[config.mk]
export PLATFORM = sky130hd
export DESIGN_NAME = clock_quality_transition_monitor_flat
export DESIGN_NICKNAME = d
export VERILOG_FILES = /design/src/hdl/cqtm_pkg.sv /design/src/hdl/cqtm_if.sv /design/src/hdl/cqtm_front.sv /design/src/hdl/cqtm_fifo.sv /design/src/hdl/cqtm_back.sv /design/src/hdl/clock_quality_transition_monitor.sv /design/src/flat_wrapper.sv
export SDC_FILE = /design/constraint.sdc
export NUM_CORES = 1
export LEC_CHECK = 0
export BUFFER_PORTS_ARGS = -buffer_cell sky130_fd_sc_hd__buf_2
export CORE_MARGIN = 2
export CORE_UTILIZATION = 38
export DETAILED_ROUTE_END_ITERATION = 8
export GPL_ROUTABILITY_DRIVEN = 0
export REMOVE_ABC_BUFFERS = 1
export SKIP_CTS_REPAIR_TIMING = 1
export SYNTH_ARGS = -nofsm -noshare
export SYNTH_HDL_FRONTEND = slang
export SYNTH_SLANG_ARGS = --single-unit
export TNS_END_PERCENT = 20
[constraint.sdc]
create_clock -name clk -period 7 [get_ports clk]
set_clock_uncertainty 0.05 [all_clocks]
set_input_delay 1.4 -clock clk [delete_from_list [all_inputs] [get_ports clk]]
set_output_delay 1.4 -clock clk [all_outputs]
set_load 0.02 [all_outputs]
[src/hdl/cqtm_pkg.sv]
// ----------------------------------------------------------------------------
// cqtm_pkg
// Types, codes and helper constants shared by the clock quality monitor.
// ----------------------------------------------------------------------------
package cqtm_pkg;

  localparam int unsigned FIFO_DEPTH   = 4;
  localparam int unsigned NUM_COUNTERS = 8;
  localparam logic [30:0] COUNT_MAX    = '1;

  localparam logic CMD_TAG     = 1'b0;
  localparam logic CMD_REPORT  = 1'b1;
  localparam logic KIND_STATUS = 1'b0;
  localparam logic KIND_REPORT = 1'b1;

  localparam logic [1:0] REG_TRACKED_STREAM = 2'd0;
  localparam logic [1:0] REG_REPORT_ALL     = 2'd1;
  localparam logic [1:0] REG_BAD_CODE       = 2'd2;

  typedef enum logic [2:0] {
    CAT_LOCKED   = 3'd0,
    CAT_UNLOCKED = 3'd1,
    CAT_UNKNOWN  = 3'd2,
    CAT_ERROR    = 3'd3,
    CAT_NONE     = 3'd4
  } cat_t;

  typedef enum logic [3:0] {
    IDX_TOTAL    = 4'd0,
    IDX_LOCKED   = 4'd1,
    IDX_UNLOCKED = 4'd2,
    IDX_UNKNOWN  = 4'd3,
    IDX_ERROR    = 4'd4,
    IDX_LOST     = 4'd5,
    IDX_GAINED   = 4'd6,
    IDX_ANOMALY  = 4'd7,
    IDX_QUALITY  = 4'd8,
    IDX_RECORD   = 4'd9
  } cnt_idx_t;

  typedef struct packed {
    logic              command;
    logic              is_end_tag;
    logic signed [7:0] quality;
    logic [7:0]        stream_id;
    logic [31:0]       ext_time;
    logic [31:0]       record_number;
  } in_word_t;

  typedef struct packed {
    logic               kind;
    logic               bad_code_seen;
    logic [2:0]         category;
    logic               quality_changed;
    logic               illegal_transition;
    logic               time_went_back;
    logic [3:0]         counter_index;
    logic signed [31:0] counter_value;
    logic               last;
  } out_word_t;

  typedef struct packed {
    logic [1:0] index;
    logic [7:0] value;
  } cfg_word_t;

  // one bit per counter bumped by a tag, apart from the anomaly counter
  typedef struct packed {
    logic total;
    logic locked;
    logic unlocked;
    logic unknown;
    logic error;
    logic lost;
    logic gained;
  } inc_t;

  // front-to-back queue entry
  typedef struct packed {
    logic              is_report;
    logic              bad;
    cat_t              cat;
    logic              changed;
    logic              illegal;
    logic              back;
    inc_t              inc;
    logic [1:0]        anom_inc;
    logic signed [7:0] snap_quality;
    logic [31:0]       snap_record;
  } qent_t;

endpackage

[src/hdl/cqtm_if.sv]
// ----------------------------------------------------------------------------
// cqtm_if
// Valid/ready channels for tag input, result output and register writes.
// ----------------------------------------------------------------------------
interface cqtm_in_if ();
  logic               valid;
  logic               ready;
  cqtm_pkg::in_word_t data;
  modport source (output valid, output data, input ready);
  modport sink   (input valid, input data, output ready);
endinterface

interface cqtm_out_if ();
  logic                valid;
  logic                ready;
  cqtm_pkg::out_word_t data;
  modport source (output valid, output data, input ready);
  modport sink   (input valid, input data, output ready);
endinterface

interface cqtm_cfg_if ();
  logic                valid;
  logic                ready;
  cqtm_pkg::cfg_word_t data;
  modport source (output valid, output data, input ready);
  modport sink   (input valid, input data, output ready);
endinterface

[src/hdl/cqtm_front.sv]
// ----------------------------------------------------------------------------
// cqtm_front
// Accepts tags and report commands, classifies them against the tracking
// state and the registers, and queues one entry per result-producing word.
// ----------------------------------------------------------------------------
module cqtm_front (
  input  logic                clk,
  input  logic                rst_n,
  cqtm_in_if.sink             in_ch,
  cqtm_cfg_if.sink            cfg_ch,
  output logic                q_push,
  output cqtm_pkg::qent_t     q_data,
  input  logic                q_full
);
  import cqtm_pkg::*;

  logic [7:0]        tracked_r;
  logic              report_all_r;
  logic signed [7:0] bad_code_r;

  logic              await_r, await_nxt;
  logic              skip_r, skip_nxt;
  logic signed [7:0] prev_q_r, prev_q_nxt;
  logic [31:0]       prev_ext_r, prev_ext_nxt;
  logic [31:0]       prev_rec_r, prev_rec_nxt;

  logic              acc;
  logic              tag_valid;
  logic signed [7:0] q;
  logic [8:0]        prev_p1;
  qent_t             ent;

  assign cfg_ch.ready = 1'b1;
  assign in_ch.ready  = !q_full;
  assign acc          = in_ch.valid && in_ch.ready;
  assign q            = in_ch.data.quality;
  assign prev_p1      = {prev_q_r[7], prev_q_r} + 9'd1;

  always_comb begin
    ent          = '0;
    ent.cat      = CAT_NONE;
    q_push       = 1'b0;
    tag_valid    = 1'b1;
    await_nxt    = await_r;
    skip_nxt     = skip_r;
    prev_q_nxt   = prev_q_r;
    prev_ext_nxt = prev_ext_r;
    prev_rec_nxt = prev_rec_r;
    if (acc) begin
      if (in_ch.data.command == CMD_REPORT) begin
        if (!await_r) begin
          q_push           = 1'b1;
          ent.is_report    = 1'b1;
          ent.snap_quality = prev_q_r;
          ent.snap_record  = prev_rec_r;
          await_nxt        = 1'b1;
        end
      end else begin
        q_push = 1'b1;
        if (in_ch.data.is_end_tag && skip_r) begin
          skip_nxt = 1'b0;
        end else begin
          if (!in_ch.data.is_end_tag) skip_nxt = 1'b0;
          if (q == bad_code_r) ent.bad = 1'b1;
          if (in_ch.data.stream_id != tracked_r) begin
            if (!in_ch.data.is_end_tag) skip_nxt = 1'b1;
          end else begin
            ent.inc.total = 1'b1;
            priority if (q == 8'sd1) begin
              ent.cat        = CAT_LOCKED;
              ent.inc.locked = 1'b1;
            end else if (q > 8'sd1 && q <= 8'sd6) begin
              ent.cat          = CAT_UNLOCKED;
              ent.inc.unlocked = 1'b1;
            end else if (q > 8'sd6) begin
              ent.cat         = CAT_UNKNOWN;
              ent.inc.unknown = 1'b1;
              tag_valid       = 1'b0;
            end else if (q < 8'sd0) begin
              ent.cat       = CAT_ERROR;
              ent.inc.error = 1'b1;
              tag_valid     = 1'b0;
            end else begin
              // code zero: valid unlocked, counted in the total only
              ent.cat = CAT_UNLOCKED;
            end
            if (!tag_valid) begin
              if (!in_ch.data.is_end_tag) skip_nxt = 1'b1;
            end else begin
              if (await_r) begin
                await_nxt = 1'b0;
              end else if (prev_q_r != q) begin
                ent.changed    = 1'b1;
                ent.inc.lost   = (prev_q_r == 8'sd1);
                ent.inc.gained = (q == 8'sd1);
                if (report_all_r) begin
                  ent.illegal = (q != 8'sd1) && ({q[7], q} != prev_p1);
                  ent.back    = (in_ch.data.ext_time < prev_ext_r);
                end
              end
              prev_q_nxt   = q;
              prev_ext_nxt = in_ch.data.ext_time;
              prev_rec_nxt = in_ch.data.record_number;
            end
          end
        end
      end
    end
    ent.anom_inc = {1'b0, ent.bad} + {1'b0, ent.illegal};
    q_data       = ent;
  end

  always_ff @(posedge clk) begin
    if (!rst_n) begin
      tracked_r    <= '0;
      report_all_r <= 1'b0;
      bad_code_r   <= -8'sd1;
      await_r      <= 1'b1;
      skip_r       <= 1'b0;
      prev_q_r     <= '0;
      prev_ext_r   <= '0;
      prev_rec_r   <= '0;
    end else begin
      await_r    <= await_nxt;
      skip_r     <= skip_nxt;
      prev_q_r   <= prev_q_nxt;
      prev_ext_r <= prev_ext_nxt;
      prev_rec_r <= prev_rec_nxt;
      if (cfg_ch.valid && cfg_ch.ready) begin
        unique case (cfg_ch.data.index)
          REG_TRACKED_STREAM: tracked_r    <= cfg_ch.data.value;
          REG_REPORT_ALL:     report_all_r <= cfg_ch.data.value[0];
          REG_BAD_CODE:       bad_code_r   <= cfg_ch.data.value;
          default: ;
        endcase
      end
    end
  end

endmodule

[src/hdl/cqtm_fifo.sv]
// ----------------------------------------------------------------------------
// cqtm_fifo
// Short register queue between the classifier and the counter back end.
// ----------------------------------------------------------------------------
module cqtm_fifo #(
  parameter type         T     = logic,
  parameter int unsigned DEPTH = 4
) (
  input  logic clk,
  input  logic rst_n,
  input  logic push,
  input  T     push_data,
  output logic full,
  input  logic pop,
  output T     pop_data,
  output logic empty
);
  localparam int unsigned PW = (DEPTH > 1) ? $clog2(DEPTH) : 1;
  localparam int unsigned CW = $clog2(DEPTH + 1);

  T                mem_r [DEPTH];
  logic [PW-1:0]   wr_ptr_r, rd_ptr_r;
  logic [CW-1:0]   count_r;

  assign full     = (count_r == CW'(DEPTH));
  assign empty    = (count_r == '0);
  assign pop_data = mem_r[rd_ptr_r];

  always_ff @(posedge clk) begin
    if (push) mem_r[wr_ptr_r] <= push_data;
  end

  always_ff @(posedge clk) begin
    if (!rst_n) begin
      wr_ptr_r <= '0;
      rd_ptr_r <= '0;
      count_r  <= '0;
    end else begin
      if (push) wr_ptr_r <= (wr_ptr_r == PW'(DEPTH - 1)) ? '0 : PW'(wr_ptr_r + 1'b1);
      if (pop)  rd_ptr_r <= (rd_ptr_r == PW'(DEPTH - 1)) ? '0 : PW'(rd_ptr_r + 1'b1);
      if (push && !pop)      count_r <= CW'(count_r + 1'b1);
      else if (pop && !push) count_r <= CW'(count_r - 1'b1);
    end
  end

  a_count_bound: assert property (@(posedge clk) disable iff (!rst_n)
    count_r <= CW'(DEPTH))
    else $error("queue count exceeds depth");
  a_no_overflow: assert property (@(posedge clk) disable iff (!rst_n)
    full && !pop |-> !push)
    else $error("push into full queue");
  a_no_underflow: assert property (@(posedge clk) disable iff (!rst_n)
    empty |-> !pop)
    else $error("pop from empty queue");

endmodule

[src/hdl/cqtm_back.sv]
// ----------------------------------------------------------------------------
// cqtm_back
// Applies queued counter updates, emits tag status words and sequences the
// ten words of a report through the output register.
// ----------------------------------------------------------------------------
module cqtm_back (
  input  logic            clk,
  input  logic            rst_n,
  input  logic            q_empty,
  input  cqtm_pkg::qent_t q_data,
  output logic            q_pop,
  cqtm_out_if.source      out_ch
);
  import cqtm_pkg::*;

  logic [30:0]       cnt_r [NUM_COUNTERS];
  logic [30:0]       cnt_nxt [NUM_COUNTERS];
  logic [1:0]        amt [NUM_COUNTERS];
  logic              busy_r, busy_nxt;
  cnt_idx_t          idx_r, idx_nxt;
  logic signed [7:0] snap_q_r;
  logic [31:0]       snap_rec_r;
  logic              out_valid_r, out_valid_nxt;
  out_word_t         out_data_r, out_data_nxt;
  logic              slot_free;
  logic [31:0]       rpt_value;

  function automatic logic [30:0] sat_add(input logic [30:0] c, input logic [1:0] a);
    logic [31:0] s;
    s = {1'b0, c} + {30'b0, a};
    return s[31] ? COUNT_MAX : s[30:0];
  endfunction

  assign slot_free    = !out_valid_r || out_ch.ready;
  assign q_pop        = !busy_r && !q_empty && slot_free;
  assign out_ch.valid = out_valid_r;
  assign out_ch.data  = out_data_r;

  always_comb begin
    amt[IDX_TOTAL[2:0]]    = {1'b0, q_data.inc.total};
    amt[IDX_LOCKED[2:0]]   = {1'b0, q_data.inc.locked};
    amt[IDX_UNLOCKED[2:0]] = {1'b0, q_data.inc.unlocked};
    amt[IDX_UNKNOWN[2:0]]  = {1'b0, q_data.inc.unknown};
    amt[IDX_ERROR[2:0]]    = {1'b0, q_data.inc.error};
    amt[IDX_LOST[2:0]]     = {1'b0, q_data.inc.lost};
    amt[IDX_GAINED[2:0]]   = {1'b0, q_data.inc.gained};
    amt[IDX_ANOMALY[2:0]]  = q_data.anom_inc;
    for (int i = 0; i < NUM_COUNTERS; i++) begin
      cnt_nxt[i] = (q_pop && !q_data.is_report) ? sat_add(cnt_r[i], amt[i]) : cnt_r[i];
    end
  end

  always_comb begin
    unique case (idx_r)
      IDX_QUALITY: rpt_value = {{24{snap_q_r[7]}}, snap_q_r};
      IDX_RECORD:  rpt_value = snap_rec_r;
      default:     rpt_value = {1'b0, cnt_r[idx_r[2:0]]};
    endcase
  end

  always_comb begin
    busy_nxt      = busy_r;
    idx_nxt       = idx_r;
    out_data_nxt  = out_data_r;
    out_valid_nxt = out_valid_r && !out_ch.ready;
    if (busy_r) begin
      if (slot_free) begin
        out_valid_nxt                = 1'b1;
        out_data_nxt                 = '0;
        out_data_nxt.kind            = KIND_REPORT;
        out_data_nxt.counter_index   = idx_r;
        out_data_nxt.counter_value   = rpt_value;
        out_data_nxt.last            = (idx_r == IDX_RECORD);
        if (idx_r == IDX_RECORD) busy_nxt = 1'b0;
        else idx_nxt = cnt_idx_t'(4'(idx_r + 4'd1));
      end
    end else if (q_pop) begin
      if (q_data.is_report) begin
        busy_nxt = 1'b1;
        idx_nxt  = IDX_TOTAL;
      end else begin
        out_valid_nxt                   = 1'b1;
        out_data_nxt                    = '0;
        out_data_nxt.kind               = KIND_STATUS;
        out_data_nxt.bad_code_seen      = q_data.bad;
        out_data_nxt.category           = q_data.cat;
        out_data_nxt.quality_changed    = q_data.changed;
        out_data_nxt.illegal_transition = q_data.illegal;
        out_data_nxt.time_went_back     = q_data.back;
      end
    end
  end

  always_ff @(posedge clk) begin
    if (q_pop && q_data.is_report) begin
      snap_q_r   <= q_data.snap_quality;
      snap_rec_r <= q_data.snap_record;
    end
    out_data_r <= out_data_nxt;
  end

  always_ff @(posedge clk) begin
    if (!rst_n) begin
      for (int i = 0; i < NUM_COUNTERS; i++) cnt_r[i] <= '0;
      busy_r      <= 1'b0;
      idx_r       <= IDX_TOTAL;
      out_valid_r <= 1'b0;
    end else begin
      for (int i = 0; i < NUM_COUNTERS; i++) cnt_r[i] <= cnt_nxt[i];
      busy_r      <= busy_nxt;
      idx_r       <= idx_nxt;
      out_valid_r <= out_valid_nxt;
    end
  end

  a_idx_range: assert property (@(posedge clk) disable iff (!rst_n)
    busy_r |-> idx_r <= IDX_RECORD)
    else $error("report index out of range");
  a_no_pop_busy: assert property (@(posedge clk) disable iff (!rst_n)
    busy_r |-> !q_pop)
    else $error("queue popped during report");
  a_last_word: assert property (@(posedge clk) disable iff (!rst_n)
    out_valid_r && out_data_r.last |->
      out_data_r.kind == KIND_REPORT && out_data_r.counter_index == IDX_RECORD)
    else $error("last flag on wrong word");

endmodule

[src/hdl/clock_quality_transition_monitor.sv]
// A tag's status word passes through the queue and then the output register.
// One tag per cycle is accepted while the queue is not full; a report holds the
// counter back end for one dequeue followed by its ten report words.
// The input keeps accepting into a FIFO_DEPTH-entry queue while the back end works.
// Reset (rst_n low, synchronous): counters cleared, registers to defaults,
// waiting for the first valid tag, queue and output register emptied.
// ----------------------------------------------------------------------------
// clock_quality_transition_monitor
// Classifies clock quality codes of record time tags and keeps sync counters.
// ----------------------------------------------------------------------------
module clock_quality_transition_monitor #(
  parameter int unsigned FIFO_DEPTH = cqtm_pkg::FIFO_DEPTH
) (
  input  logic        clk,
  input  logic        rst_n,
  cqtm_in_if.sink     in_ch,
  cqtm_out_if.source  out_ch,
  cqtm_cfg_if.sink    cfg_ch
);
  import cqtm_pkg::*;

  logic  q_push, q_full, q_pop, q_empty;
  qent_t q_wdata, q_rdata;

  cqtm_front u_front (
    .clk    (clk),
    .rst_n  (rst_n),
    .in_ch  (in_ch),
    .cfg_ch (cfg_ch),
    .q_push (q_push),
    .q_data (q_wdata),
    .q_full (q_full)
  );

  cqtm_fifo #(
    .T     (qent_t),
    .DEPTH (FIFO_DEPTH)
  ) u_fifo (
    .clk       (clk),
    .rst_n     (rst_n),
    .push      (q_push),
    .push_data (q_wdata),
    .full      (q_full),
    .pop       (q_pop),
    .pop_data  (q_rdata),
    .empty     (q_empty)
  );

  cqtm_back u_back (
    .clk     (clk),
    .rst_n   (rst_n),
    .q_empty (q_empty),
    .q_data  (q_rdata),
    .q_pop   (q_pop),
    .out_ch  (out_ch)
  );

endmodule

[src/flat_wrapper.sv]
// flat-port wrapper written by rule: the top's interface ports become plain ports
module clock_quality_transition_monitor_flat import cqtm_pkg::*;
#(
  parameter int unsigned FIFO_DEPTH = cqtm_pkg::FIFO_DEPTH
)
  (clk, rst_n, in_ch_valid, in_ch_data, in_ch_ready, out_ch_valid, out_ch_data, out_ch_ready, cfg_ch_valid, cfg_ch_data, cfg_ch_ready);
  cqtm_in_if in_ch_i ();
  cqtm_out_if out_ch_i ();
  cqtm_cfg_if cfg_ch_i ();
  input  logic clk;
  input  logic rst_n;
  input wire logic [$bits(in_ch_i.valid)-1:0] in_ch_valid;
  input wire logic [$bits(in_ch_i.data)-1:0] in_ch_data;
  output wire logic [$bits(in_ch_i.ready)-1:0] in_ch_ready;
  output wire logic [$bits(out_ch_i.valid)-1:0] out_ch_valid;
  output wire logic [$bits(out_ch_i.data)-1:0] out_ch_data;
  input wire logic [$bits(out_ch_i.ready)-1:0] out_ch_ready;
  input wire logic [$bits(cfg_ch_i.valid)-1:0] cfg_ch_valid;
  input wire logic [$bits(cfg_ch_i.data)-1:0] cfg_ch_data;
  output wire logic [$bits(cfg_ch_i.ready)-1:0] cfg_ch_ready;
  assign in_ch_i.valid = in_ch_valid;
  assign in_ch_i.data = in_ch_data;
  assign in_ch_ready = in_ch_i.ready;
  assign out_ch_valid = out_ch_i.valid;
  assign out_ch_data = out_ch_i.data;
  assign out_ch_i.ready = out_ch_ready;
  assign cfg_ch_i.valid = cfg_ch_valid;
  assign cfg_ch_i.data = cfg_ch_data;
  assign cfg_ch_ready = cfg_ch_i.ready;
  clock_quality_transition_monitor #(.FIFO_DEPTH(FIFO_DEPTH)) u_core (.clk(clk), .rst_n(rst_n), .in_ch(in_ch_i), .out_ch(out_ch_i), .cfg_ch(cfg_ch_i));
endmodule
; ---- Word level (Yosys, flattened, before mapping)
; Memories as Yosys holds them, arrays and structs flattened. A register that Yosys moved wholly into a read port is not among the register bits.
; Index checks and enable logic that the tools add are counted.
[word_totals]
regBits = 189
latch_bits = 0
ramBits = 476
romBits = 0
inputBits = 97
output_inout_bits = 48
word_cells = 213
n_memories = 2
[classes]
add_sub_neg = 15
mul = 0
div_mod_pow = 0
magnitude_cmp = 5
n_eq_ne = 19
shift = 0
mux = 102
bitwise = 11
reduce_logical = 34
[memory_table]
columns = name, depth, word_bits, read_ports, rd_ports_with_merged_regs, wr, line
row1 = u_core.u_back.cnt_r, 8, 31, 9, 1, 8, cqtm_back.sv:16  ; logic [30:0] cnt_r [NUM_COUNTERS];
row2 = u_core.u_fifo.mem_r, 4, 57, 1, 1, 1, cqtm_fifo.sv:21  ; T mem_r [DEPTH];
[ops]
columns = op, count
row1 = $mux 31, 24
row2 = $add 31x1->32, 7
row3 = $mux 45, 4
row4 = $mux 40, 3
row5 = $pmux 32 s2, 1
row6 = $mux 1, 40
row7 = $add 31x2->32, 1
row8 = $lt 32x32->1, 1
row9 = $mux 14, 2
row10 = $mux 2, 13
row11 = $mux 3, 8
row12 = $mux 4, 5
row13 = $eq 8x2->1 const B, 2
row14 = $ne 8x8->1, 2
row15 = $mux 15, 1
row16 = $mux 13, 1
row17 = $logic_and 1x1->1, 11
row18 = $add 8x2->9 const B, 1
row19 = $ne 9x9->1, 1
row20 = $eq 4x4->1 const B, 2
row21 = $eq 8x8->1, 1
row22 = $gt 8x2->1 const B, 1
row23 = $gt 8x4->1 const B, 1
row24 = $le 8x4->1 const B, 1
row25 = 23 further kinds, 52

; ---- Depth between registers and ports, before layout
[depth]
depth_word = 15
depth_mapped = 12
depth_no_buf = 9

; ---- Hierarchy
; A second synthesis with hierarchy kept.
[unflattened]
hier_cells = 2629
hier_area_um2 = 30814.6
[modules_own_cells]
columns = mod, instances, cells_per_inst, area_each_um2, seq_area_each_um2
row1 = cqtm_back, 1, 1719, 16961.3, 7697.4
row2 = cqtm_fifo, 1, 341, 8675.8, 7026.7
row3 = cqtm_front, 1, 569, 5177.5, 1821.7

; ---- Worst setup path before layout
; OpenSTA, ideal clock, no wires.
[synth_path]
kind = input port to flip-flop
start = input out_ch_ready
end = register u_core.u_back.out_data_r (netlist bit u_core.u_back.out_ch.data[0]), enable pin
setup_ps = 447
t_arrival_ps = 3514
slack_ps = 2989
cell_stages = 3
path_buffers = 1
path_cell_list = nor2b_1 clkbuf_1 nor2_1
[synth_between]
elab_chain_cells = 4
elab_cells_between_ends = 5
cone_classes = eq/ne: 1 / reduce/logical: 4
[synth_rtl]
columns = element, line
row1 = start: declaration, flat_wrapper.sv:17  ; input wire logic [$bits(out_ch_i.ready)-1:0] out_ch_ready;
row2 = $logic_or 1x1->1 *, cqtm_back.sv:34  ; assign slot_free = !out_valid_r || out_ch.ready;
row3 = $logic_and 1x1->1, cqtm_back.sv:35  ; assign q_pop = !busy_r && !q_empty && slot_free;
row4 = $reduce_bool 2->1 (no line), n/a
row5 = $reduce_and 3->1 (no line) *, n/a
row6 = end signal: assignment, cqtm_back.sv:99  ; out_data_r <= out_data_nxt;
row7 = end: declaration, cqtm_back.sv:24  ; out_word_t out_data_r, out_data_nxt;
; Every way passes the cells marked *; elsewhere a longest branch is shown, timed or not.
; A chain may end at the register's enable or synchronous reset.

==> run_results.csv <==
group,metric,value,unit
floorplan,fp.dieW,288.3,um
clock_tree,clockBufferDepth,3,
critical_path,worst-r2r-cell-count,9,
clock_tree,cts.htree.levels,3,
finish,final_area,34860,um^2
timing,rsz0062_at_grt,"false",
global_routing,grt_max_degree,170,
finish,final_common_cell,"dfxtp_1",
global_routing,grt_overflow,0,
timing,tightest_slew,1.304,ns
timing,period_share,58.02,%
placed_design,dp_cells,3819,
finish,syn_to_final_growth,13.50,%
finish,layout.nets,2991,
synthesis,synth-edff-count,313,
critical_path,crit_type,"input pin to flop",
critical_path,worstPathRequired,7.26,ns
floorplan,rows,104,
min_path,min_to,"u_core.u_front.prev_rec_r[28]",
synthesis,ys_async_sr_fraction,0,%
finish,drive_gt1_share,15.49,%
clock_tree,cts_tree,"built",
finish,instances_no_fill,3953,
critical_path,rr_endpoint,"u_core.u_back.cnt_r[6][3]",
critical_path,max_stage_delay,0.70,ns
critical_path,cp-end-kind,"flop",
pwr,peakVddDrop,0.0002147,V
synthesis,yosys.cell_types.count,75,
pwr,fin_total_pwr,10.50,mW
pwr,p_per_area,301.2,nW/um^2
synthesis,synth-seq-area-share,53.86,%
synthesis,synth_top_flop_cell,"dfxtp_1",
synthesis,syn_inst,2740,
min_path,min_from,"u_core.u_front.prev_rec_r[28]",
floorplan,num_io_pins,145,
timing,period_needed,4.061,ns
placed_design,dpl_worst_slack,2.368,ns
detailed_routing,dr.pass1.iters,5,
detailed_routing,detail-route-antenna-nets,0,
floorplan,core_region_area,80290,um^2
timing,setup_tns,0,ns
flow_run,maxCapViolations,0,
finish,final_cell_mix,"351 x dfxtp_1, 313 x edfxtp_1, 285 x nand2_1",
floorplan,die_area,83130,um^2
placed_design,hpwl,56.43,mm
detailed_routing,vias,22211,
global_routing,grt_usage,19.89,%
min_path,min_path_type,"flop to flop",
clock_tree,clockRootBuffer,"clkbuf_16",
detailed_routing,wl_per_cell,21.01,um
detailed_routing,drc,0,
critical_path,path_delay_family,"simple AND/OR/NAND/NOR gates",
floorplan,start_util,38.26,%
critical_path,worst-path-buf-inv,1,
status,status,"finished clean",
clock_tree,clk_latency,0.63,ns
global_routing,grt_first_pass_wirelength,128.3,mm
global_routing,antenna_found_initial,1,
timing,final_max_slew_viol_count,0,
synthesis,synth-seq-cells,670,
timing,layout_setup_ws,2.939,ns
placed_design,port_buffers,143,
clock_tree,cts_buffers,72,
global_routing,grt_pass1_vias,21864,
critical_path,start_kind,"input pin",
synthesis,yosys_warnings,0,
timing,maxSlewHeadroom,12.30,%
critical_path,cp_cell_sequence,"buf_2, or4_1, a311oi_1, nand3_1, nor4_2, o211ai_1, a2111oi_0",
min_path,hold_depth,2,
critical_path,critical-path-slowest-cell,"nor4_2",
finish,fin_util,43.43,%
finish,fillCellCount,7453,
clock_tree,clkSinkCount,670,
synthesis,netlist_area,30720,um^2
timing,setup_viol_count_final,0,
critical_path,r2r_slack,2.94,ns
critical_path,cp_max_fo,7,
timing,fmax,246.2,MHz
detailed_routing,via_per_inst,5.619,
detailed_routing,routed_wl,83.07,mm
timing,worst_hold_slack,0.3977,ns
detailed_routing,drtIter0Drc,1923,
floorplan,dieHeight,288.3,um
critical_path,arrival,4.32,ns
synthesis,syn_avg_cell_area,11.21,um^2
critical_path,cp.depth,7,
clock_tree,clk_pin_slew,0.06,ns
timing,final_hold_viol_count,0,
critical_path,critPathLaunch,"in_ch_data[76]",
pwr,p_leak,11.58,nW
placed_design,placed_area,32430,um^2
[kinds of logic (layout without fill, tap and decap cells)]
family | count (synthesis) | count (layout) | share of synthesized area (%)
compound gates | 434 | 434 | 8.171
xor+xnor | 197 | 197 | 5.617
fa+ha+maj | 61 | 61 | 2.534
buf+inv | 226 | 378 | 2.876
flops | 670 | 670 | 53.86
mux | 178 | 178 | 10.66
other cells | 1 | 2 | 0.01221
simple gates | 973 | 973 | 16.27
[area by class of cell]
type / count / area, um^2 / share of cell area (%)
antenna: 1 / 2.502 / 0.007177
clock buffer: 97 / 1999 / 5.735
clock inverter: 36 / 431.7 / 1.238
inverter: 74 / 285.3 / 0.8182
multi-input combinational: 1844 / 13320 / 38.21
sequential: 670 / 16560 / 47.49
tap: 1060 / 1326 / 3.804
timing repair buffer: 171 / 938.4 / 2.692
[sequential cells by signal, indices dropped and copies added, names as in the netlist, named ones only]
register and cells:
u_core.u_back.snap_rec_r 32, u_core.u_front.prev_ext_r 32, u_core.u_back.out_ch.valid 1, u_core.u_back.out_ch.data 45, u_core.u_front.prev_rec_r 32, u_core.u_front.skip_r 1
u_core.u_back.cnt_r 248, u_core.u_front.prev_q_r 8, u_core.u_front.report_all_r 1, u_core.u_fifo.wr_ptr_r 2, u_core.u_back.idx_r 4, u_core.u_fifo.mem_r 228
u_core.u_fifo.rd_ptr_r 2, u_core.u_fifo.count_r 3, u_core.u_front.await_r 1, u_core.u_back.busy_r 1, u_core.u_front.tracked_r 8, u_core.u_front.bad_code_r 8
u_core.u_back.snap_q_r 8
[cells in the mapped netlist (5+ instances only)]
cell type / instances / area share [%]
a211oi_1: 9 / 0.22
a21boi_0: 26 / 0.64
a21o_1: 8 / 0.20
a21oi_1: 223 / 3.6
a22oi_1: 7 / 0.17
a311oi_1: 7 / 0.20
a31oi_1: 22 / 0.45
and2_1: 71 / 1.4
and3_1: 64 / 1.3
and4_1: 24 / 0.68
buf_1: 19 / 0.23
buf_2: 9 / 0.15
clkbuf_1: 119 / 1.5
dfxtp_1: 357 / 23
edfxtp_1: 313 / 31
ha_1: 59 / 2.4
inv_1: 74 / 0.90
mux2i_1: 57 / 1.9
mux4_2: 119 / 8.7
nand2_1: 285 / 3.5
nand2b_1: 5 / 0.10
nand3_1: 123 / 2.0
nand4_1: 86 / 1.8
nor2_1: 158 / 1.9
nor2b_1: 9 / 0.18
nor3_1: 57 / 0.93
nor3_2: 6 / 0.20
nor4_1: 21 / 0.43
o211a_1: 7 / 0.23
o21ai_0: 92 / 1.5
o31ai_1: 6 / 0.15
or2_2: 7 / 0.14
or3_1: 11 / 0.22
or4_1: 7 / 0.17
xnor2_1: 101 / 2.9
xor2_1: 96 / 2.7
[layer usage]
metal  GRT usage (%)  up-vias  wire length, um
li1                -    10258                -
met1           26.35    11031            35520
met2           33.06      792            39710
met3           3.705      128             5763
met4           6.153        2             2057
met5               0        -               12
[power breakdown]
part | switching (mW) | leakage [nW] | internal (mW) | total [mW]
clock network | 1.61 | 1.18 | 2.32 | 3.93
registers | 0.225 | 5.73 | 4.55 | 4.77
logic | 1.16 | 4.67 | 0.632 | 1.80
[worst register-to-register path, cell delays in order (launching register included)]
cell and delay, ns:
dfxtp_2 0.56, buf_4 0.67, mux4_2 0.39, ha_1 0.21, and3_1 0.20, nand3_1 0.14, nor4_1 1.05, and2_1 0.39
nor3b_1 0.09, a211oi_1 0.22
[worst max-delay path by stage]
stage                                       endpoint  slack, ns
after floorplan           u_core.u_back.cnt_r[5][28]      -3.44
after global placement    u_core.u_fifo.mem_r[0][49]       2.51
after detailed placement  u_core.u_fifo.mem_r[3][49]       2.37
after CTS                  u_core.u_back.cnt_r[6][3]       2.92
after global routing      u_core.u_fifo.mem_r[3][49]       2.64
final                     u_core.u_fifo.mem_r[0][49]       2.94
No activity file was read; power rests on OpenSTA's default activity.
